[config.mk]
export PLATFORM = sky130hd
export DESIGN_NAME = sorted_min_stack_flat
export DESIGN_NICKNAME = d
export VERILOG_FILES = /design/src/hdl/sms_pkg.sv /design/src/hdl/sms_if.sv /design/src/hdl/sms_ctrl.sv /design/src/hdl/sms_datapath.sv /design/src/hdl/sorted_min_stack.sv /design/src/flat_wrapper.sv
export VERILOG_INCLUDE_DIRS = /design/src /design/src/hdl
export SDC_FILE = /design/constraint.sdc
export NUM_CORES = 2
export LEC_CHECK = 0
export CAP_MARGIN = 20
export CORE_ASPECT_RATIO = 1.25
export CORE_MARGIN = 2
export CORE_UTILIZATION = 40
export DETAILED_ROUTE_END_ITERATION = 10
export DONT_BUFFER_PORTS = 1
export PLACE_DENSITY = 0.54
export SLEW_MARGIN = 30
export SYNTH_ARGS = -nofsm -noshare
export SYNTH_HDL_FRONTEND = slang
export SYNTH_SLANG_ARGS = --single-unit
[constraint.sdc]
create_clock -name clock -period 7.7 [get_ports clock]
set_input_delay 1.54 -clock clock [delete_from_list [all_inputs] [get_ports clock]]
set_output_delay 1.54 -clock clock [all_outputs]
set_load 0.02 [all_outputs]
[src/hdl/sorted_min_stack_macros.svh]
// Assertion macros shared by the sorted minimum stack modules.
`ifndef SORTED_MIN_STACK_MACROS_SVH
`define SORTED_MIN_STACK_MACROS_SVH

// Consequent must hold in the same cycle as the antecedent.
`define SMS_ASSERT_SAME(label, clk, rst, ante, cons, msg) \
   label: assert property (@(posedge clk) disable iff (rst) (ante) |-> (cons)) \
      else $error(msg);

// Consequent must hold in the cycle after the antecedent.
`define SMS_ASSERT_NEXT(label, clk, rst, ante, cons, msg) \
   label: assert property (@(posedge clk) disable iff (rst) (ante) |=> (cons)) \
      else $error(msg);

`endif

[src/hdl/sms_pkg.sv]
// Package with the types and constants of the sorted minimum stack.
`default_nettype none

package sms_pkg;

   localparam int unsigned DATA_W = 32;
   localparam int unsigned CMD_W  = 2;

   localparam logic signed [DATA_W-1:0] EMPTY_TOP = '1;

   typedef enum logic [CMD_W-1:0] {
      CMD_PUSH  = 2'd0,
      CMD_POP   = 2'd1,
      CMD_QUERY = 2'd2,
      CMD_SPARE = 2'd3
   } cmd_code_type;

   typedef struct packed {
      logic capture;
      logic execute;
   } ctrl_cmd_type;

   typedef struct packed {
      logic full;
      logic empty;
   } dp_status_type;

endpackage

`default_nettype wire

[src/hdl/sms_if.sv]
// Request and response channel interfaces of the sorted minimum stack.
`default_nettype none

interface sms_req_if;
   import sms_pkg::*;

   logic                     valid;
   logic                     ready;
   logic [CMD_W-1:0]         command;
   logic signed [DATA_W-1:0] value;

   modport source (output valid, output command, output value, input ready);
   modport sink   (input valid, input command, input value, output ready);
endinterface

interface sms_rsp_if;
   import sms_pkg::*;

   logic                     valid;
   logic                     ready;
   logic signed [DATA_W-1:0] top_value;
   logic                     is_empty;
   logic                     overflow;

   modport source (output valid, output top_value, output is_empty, output overflow,
                   input ready);
   modport sink   (input valid, input top_value, input is_empty, input overflow,
                   output ready);
endinterface

`default_nettype wire

[src/hdl/sms_ctrl.sv]
// Controller state machine that sequences requests and owns the response valid.
`default_nettype none

`include "sorted_min_stack_macros.svh"

module sms_ctrl (
   input  wire logic                  clock,
   input  wire logic                  reset,
   input  wire logic                  req_valid,
   output logic                       req_ready,
   output logic                       rsp_valid,
   input  wire logic                  rsp_ready,
   output sms_pkg::ctrl_cmd_type      cmd,
   input  wire sms_pkg::dp_status_type status
);
   import sms_pkg::*;

   typedef enum logic [1:0] {
      ST_IDLE = 2'b01,
      ST_EXEC = 2'b10
   } state_type;

   state_type state_ff, state_in;
   logic      rsp_valid_ff, rsp_valid_in;

   always_comb begin
      state_in    = state_ff;
      req_ready   = 1'b0;
      cmd.capture = 1'b0;
      cmd.execute = 1'b0;
      unique case (state_ff)
         ST_IDLE: begin
            req_ready   = 1'b1;
            cmd.capture = req_valid;
            if (req_valid) begin
               state_in = ST_EXEC;
            end
         end
         ST_EXEC: begin
            cmd.execute = !rsp_valid_ff || rsp_ready;
            if (cmd.execute) begin
               state_in = ST_IDLE;
            end
         end
         default: begin
            state_in = ST_IDLE;
         end
      endcase
   end

   always_comb begin
      if (cmd.execute) begin
         rsp_valid_in = 1'b1;
      end else if (rsp_ready) begin
         rsp_valid_in = 1'b0;
      end else begin
         rsp_valid_in = rsp_valid_ff;
      end
   end

   always_ff @(posedge clock) begin
      if (reset) begin
         state_ff     <= ST_IDLE;
         rsp_valid_ff <= 1'b0;
      end else begin
         state_ff     <= state_in;
         rsp_valid_ff <= rsp_valid_in;
      end
   end

   assign rsp_valid = rsp_valid_ff;

   `SMS_ASSERT_NEXT(a_accept_leads_to_exec, clock, reset, req_valid && req_ready, state_ff == ST_EXEC, "accepted request did not move to execution")
   `SMS_ASSERT_SAME(a_no_accept_while_exec, clock, reset, cmd.execute, !req_ready, "request accepted while executing")
   `SMS_ASSERT_SAME(a_status_consistent, clock, reset, status.full, !status.empty, "store reported full and empty at once")

endmodule

`default_nettype wire

[src/hdl/sms_datapath.sv]
// Datapath with the row of sorted cells, the request registers and the result register.
`default_nettype none

`include "sorted_min_stack_macros.svh"

module sms_datapath #(
   parameter int unsigned DEPTH = 16
) (
   input  wire logic                          clock,
   input  wire logic                          reset,
   input  wire sms_pkg::ctrl_cmd_type         cmd,
   output sms_pkg::dp_status_type             status,
   input  wire logic [sms_pkg::CMD_W-1:0]     req_command,
   input  wire logic signed [sms_pkg::DATA_W-1:0] req_value,
   output logic signed [sms_pkg::DATA_W-1:0]  rsp_top_value,
   output logic                               rsp_is_empty,
   output logic                               rsp_overflow
);
   import sms_pkg::*;

   localparam int unsigned CW = $clog2(DEPTH + 1);

   logic [CMD_W-1:0]         command_ff;
   logic signed [DATA_W-1:0] value_ff;
   logic signed [DATA_W-1:0] entries_ff [DEPTH];
   logic signed [DATA_W-1:0] entries_in [DEPTH];
   logic [CW-1:0]            count_ff, count_in;
   logic [DEPTH-1:0]         below;
   logic                     full, empty, do_push, do_pop;
   logic signed [DATA_W-1:0] top_ff, top_in;
   logic                     is_empty_ff, overflow_ff, overflow_in;
   cmd_code_type             code;

   assign code    = cmd_code_type'(command_ff);
   assign full    = (count_ff == CW'(DEPTH));
   assign empty   = (count_ff == '0);
   assign do_push = (code == CMD_PUSH) && !full;
   assign do_pop  = (code == CMD_POP) && !empty;

   genvar g;
   for (g = 0; g < DEPTH; g++) begin : g_cell
      assign below[g] = (CW'(g) < count_ff) && (entries_ff[g] < value_ff);

      always_comb begin
         entries_in[g] = entries_ff[g];
         if (do_push) begin
            if (below[g]) begin
               entries_in[g] = entries_ff[g];
            end else begin
               if (g == 0) begin
                  entries_in[g] = value_ff;
               end else if (below[(g == 0) ? 0 : g - 1]) begin
                  entries_in[g] = value_ff;
               end else begin
                  entries_in[g] = entries_ff[(g == 0) ? 0 : g - 1];
               end
            end
         end else if (do_pop) begin
            entries_in[g] = entries_ff[(g == DEPTH - 1) ? g : g + 1];
         end
      end

      always_ff @(posedge clock) begin
         if (cmd.execute) begin
            entries_ff[g] <= entries_in[g];
         end
      end
   end

   always_comb begin
      count_in    = count_ff;
      overflow_in = 1'b0;
      unique case (code)
         CMD_PUSH: begin
            overflow_in = full;
            if (!full) begin
               count_in = count_ff + CW'(1);
            end
         end
         CMD_POP: begin
            if (!empty) begin
               count_in = count_ff - CW'(1);
            end
         end
         default: begin
            count_in = count_ff;
         end
      endcase
      top_in = (count_in == '0) ? EMPTY_TOP : entries_in[0];
   end

   always_ff @(posedge clock) begin
      if (reset) begin
         count_ff <= '0;
      end else if (cmd.execute) begin
         count_ff <= count_in;
      end
   end

   always_ff @(posedge clock) begin
      if (cmd.capture) begin
         command_ff <= req_command;
         value_ff   <= req_value;
      end
      if (cmd.execute) begin
         top_ff      <= top_in;
         is_empty_ff <= (count_in == '0);
         overflow_ff <= overflow_in;
      end
   end

   assign status.full    = full;
   assign status.empty   = empty;
   assign rsp_top_value  = top_ff;
   assign rsp_is_empty   = is_empty_ff;
   assign rsp_overflow   = overflow_ff;

   `SMS_ASSERT_SAME(a_count_in_range, clock, reset, 1'b1, count_ff <= CW'(DEPTH), "stored count exceeds the depth")
   `SMS_ASSERT_NEXT(a_push_top_not_above, clock, reset, cmd.execute && do_push, top_ff <= $past(value_ff), "top is larger than a value just pushed")

endmodule

`default_nettype wire

[src/hdl/sorted_min_stack.sv]
// Top level of the sorted minimum stack: controller, datapath and channel wiring.
//
//   channel   direction  payload
//   req_bus   in         command, value
//   rsp_bus   out        top_value, is_empty, overflow
//
// A request is accepted in the idle state and executed once the response slot is free,
// and no new request is taken before that; the cell row updates all entries at once.
// Reset clears the stored count and the response valid; the cell contents are not reset.
// A stalled response holds the next request in execution until the response is taken.
`default_nettype none

module sorted_min_stack #(
   parameter int unsigned DEPTH = 16
) (
   input wire logic clock,
   input wire logic reset,
   sms_req_if.sink  req_bus,
   sms_rsp_if.source rsp_bus
);
   import sms_pkg::*;

   ctrl_cmd_type  cmd;
   dp_status_type status;

   sms_ctrl u_ctrl (
      .clock     (clock),
      .reset     (reset),
      .req_valid (req_bus.valid),
      .req_ready (req_bus.ready),
      .rsp_valid (rsp_bus.valid),
      .rsp_ready (rsp_bus.ready),
      .cmd       (cmd),
      .status    (status)
   );

   sms_datapath #(
      .DEPTH (DEPTH)
   ) u_datapath (
      .clock         (clock),
      .reset         (reset),
      .cmd           (cmd),
      .status        (status),
      .req_command   (req_bus.command),
      .req_value     (req_bus.value),
      .rsp_top_value (rsp_bus.top_value),
      .rsp_is_empty  (rsp_bus.is_empty),
      .rsp_overflow  (rsp_bus.overflow)
   );

endmodule

`default_nettype wire

[src/flat_wrapper.sv]
// flat-port wrapper written by rule: the top's interface ports become plain ports
module sorted_min_stack_flat import sms_pkg::*;
#(
   parameter int unsigned DEPTH = 16
)
  (clock, reset, req_bus_valid, req_bus_command, req_bus_value, req_bus_ready, rsp_bus_valid, rsp_bus_top_value, rsp_bus_is_empty, rsp_bus_overflow, rsp_bus_ready);
  sms_req_if req_bus_i ();
  sms_rsp_if rsp_bus_i ();
  input wire logic clock;
  input wire logic reset;
  input wire logic [$bits(req_bus_i.valid)-1:0] req_bus_valid;
  input wire logic [$bits(req_bus_i.command)-1:0] req_bus_command;
  input wire logic [$bits(req_bus_i.value)-1:0] req_bus_value;
  output wire logic [$bits(req_bus_i.ready)-1:0] req_bus_ready;
  output wire logic [$bits(rsp_bus_i.valid)-1:0] rsp_bus_valid;
  output wire logic [$bits(rsp_bus_i.top_value)-1:0] rsp_bus_top_value;
  output wire logic [$bits(rsp_bus_i.is_empty)-1:0] rsp_bus_is_empty;
  output wire logic [$bits(rsp_bus_i.overflow)-1:0] rsp_bus_overflow;
  input wire logic [$bits(rsp_bus_i.ready)-1:0] rsp_bus_ready;
  assign req_bus_i.valid = req_bus_valid;
  assign req_bus_i.command = req_bus_command;
  assign req_bus_i.value = req_bus_value;
  assign req_bus_ready = req_bus_i.ready;
  assign rsp_bus_valid = rsp_bus_i.valid;
  assign rsp_bus_top_value = rsp_bus_i.top_value;
  assign rsp_bus_is_empty = rsp_bus_i.is_empty;
  assign rsp_bus_overflow = rsp_bus_i.overflow;
  assign rsp_bus_i.ready = rsp_bus_ready;
  sorted_min_stack #(.DEPTH(DEPTH)) u_core (.clock(clock), .reset(reset), .req_bus(req_bus_i), .rsp_bus(rsp_bus_i));
endmodule
==> flow_summary.ini <==
[synthesis]
synth.avg_cell_area_um2 = 10.6
yosysTopAreaCell = edfxtp_1
synth-warning-count = 0
ys_top_cells_by_area = edfxtp_1 44%, ha_1 16%, mux2i_1 11%
synth_edf_count = 580
synthDistinctLibCells = 73
syn-num-nets = 4275
syn_area_mm2 = 0.0397
yosysSeqAreaShare_pct = 44.3
synthArstFlopShare_pct = 0
synth_commonest_cells = 580 x edfxtp_1, 499 x ha_1, 474 x nand2_1
yosysMostFrequentCell = edfxtp_1
ys_ff_latch = 588
synthFlopType = edfxtp_1
synth_cells = 3738
post-synth-top-area-fraction_pct = 43.9

[sta]
clock.fmax_ghz = 0.179
slew_headroom_pct = 24.4
min_period_over_period_pct = 72.7
worstMarginPinSlew_ps = 1130
setup_viol = 0
hold_viol = 0
fin_skew_ps = 28.9
tns_ps = 0
rsz0062_at_grt = false
final_max_slew_viol_count = 0
period_needed_ps = 5600

[power_and_ir_drop]
ir_drop_mv = 0.139
leakagePower_nw = 17.7
power_density_mw_per_mm2 = 180
power_w = 0.00782

[die]
die_h_um = 356
io_pins = 74
die_w_um = 286
placementRows = 129
dieArea_mm2 = 0.102
start_util_pct = 40.2
core-area_mm2 = 0.0988

[clock_network]
cts.sinks = 588
h-tree-depth = 3
clkTransAtPathRegs_ps = 60
cts-resized-gates = 0
clk_path_buf_depth = 3
cts_setup_buffers = 0
clk_latency_ps = 630
root_buffer = clkbuf_16
cts_hold_buf = 0
cts_tree = built
numCtsBuffers = 69

[drt]
route.detailed.drc = 0
wl_met3_mm = 3.66
drt-met1-wl_mm = 49.5
met2WireLength_mm = 61.1
vias_per_cell = 5.78
vias = 29000
initialDrtViolationCount = 2004
top_layer = met4
firstDrtPassIters = 6
wl_mm = 117
ant_nets = 0
routedWlPerCell_um = 23.3

[worst_hold_path]
hold_depth = 2
worstHoldPathType = register to register

[setup_path]
crit_fanout = 33
critPathArrivalTime_ps = 5920
worstSetupPathType = register to register
cp-end-kind = register
required_ps = 8030
start_kind = register
worstRegToRegCells = 12

[grt]
grt_pass1_wl_mm = 179
grt_start_max_net_pins = 231
grt_overflow = 0
track_usage_pct = 22.6
antenna_found_initial = 2
grt_pass1_vias = 30200

[placement]
numPortBuffers = 0
hpwl_mm = 84.9
place.gp.congestion = 0.838

[outcome]
status = complete, no violations

[job]
cap_violations = 0

[finish]
syn_to_final_growth_pct = 9.25
layout-drive-gt1-share_pct = 6.02
fin_nets = 4188
## per-stage QoR
step | area (um^2) | hold WS (ps) | std cells | setup slack (ps) | utilization, %
2_1_floorplan | 39700 | 519 | 3738 | 93.0 | -
3_3_place_gp | 41000 | 551 | 4886 | 2020 | 41.5
3_5_place_dp | 41100 | 555 | 4889 | 2280 | 41.6
4_1_cts | 43400 | 561 | 5014 | 2240 | 43.9
5_1_grt | 43400 | 592 | 5016 | 2080 | 43.9
6_report | 43400 | 574 | 5016 | 2100 | 43.9
## routing by layer
layer  up-vias  track usage (%)
met5         -                0
met4         0             6.52
met3       173             2.32
met2       482             42.2
met1     14400             27.5
li1      13900                -
## flip-flops by register name (all words and copies together) (netlist names)
| name | flops |
|---|---|
| u_core.u_datapath.entries_ff | 512 |
| u_core.u_datapath.rsp_top_value | 32 |
| u_core.u_datapath.value_ff | 32 |
| u_core.u_datapath.count_ff | 5 |
| u_core.u_ctrl.state_ff | 2 |
| u_core.u_datapath.code | 2 |
| u_core.u_ctrl.rsp_valid | 1 |
| u_core.u_datapath.rsp_is_empty | 1 |
| u_core.u_datapath.rsp_overflow | 1 |
## worst max-delay path, cell delays in order, from the launching register on
cell	delay, ps
edfxtp_1	900
inv_1	660
ha_1	500
and4_1	210
nand2_1	60
o21ai_0	560
o211ai_1	270
a211oi_1	560
o41a_2	250
buf_4	470
nor2_1	140
nor2_4	450
buf_16	230
## logic make-up (layout without fill, tap and decap cells)
logic type | Yosys count | after routing | share of synthesized area, %
AOI/OAI and AO/OA | 969 | 969 | 14.4
adders and majority gates | 499 | 499 | 15.7
and+or+nand+nor | 939 | 939 | 10.5
DFF | 588 | 588 | 44.3
muxes | 459 | 459 | 11.8
buffers and inverters | 279 | 246 | 3.28
other | 0 | 1 | 0
xor gates and xnor gates | 5 | 5 | 0.110
## final timing paths
check / from / to / slack [ps]
max reg2reg: u_core.u_datapath.value_ff[28] / u_core.u_datapath.entries_ff[1][67] / 2100
min: u_core.u_datapath.entries_ff[1][224] / u_core.u_datapath.entries_ff[1][192] / 570
max: u_core.u_datapath.value_ff[28] / u_core.u_datapath.entries_ff[1][67] / 2100
min reg2reg: u_core.u_datapath.entries_ff[1][224] / u_core.u_datapath.entries_ff[1][192] / 570
## layout make-up
class	count	area (um^2)
diodes	1	2.50
clock buffers	83	1840
clock inverters	42	424
fillers	9518	55400
inverters	45	169
multi-input cells	2871	21100
flip-flops and latches	588	17600
well taps	1310	1640
repair buffers	76	646
## placed cells by master, fill, tap and decap left out, types with 17 or more instances in the layout
cell       instances
nor3_1            27
mux2_1            32
mux2i_1          421
nor4_1            18
nand4_1           70
a21oi_1          250
nor2b_1           19
nand3_1           61
o21ai_1          332
a22oi_1           31
nand2_1          473
nor2_1           191
buf_4             69
inv_1             45
nand2b_1          25
edfxtp_1         580
clkbuf_16         72
clkinv_1          17
and4_1            20
ha_1             499
o21ai_0           85
a21o_1           161
## where the power goes
group / leakage (nW) / switching, W / total (W) / internal (W)
clock network: 1.10 / 0.00144 / 0.00342 / 0.00198
logic: 11.2 / 0.000520 / 0.000795 / 0.000275
registers: 5.30 / 0.0000591 / 0.00361 / 0.00355
Power figures use the tool's default switching activity.
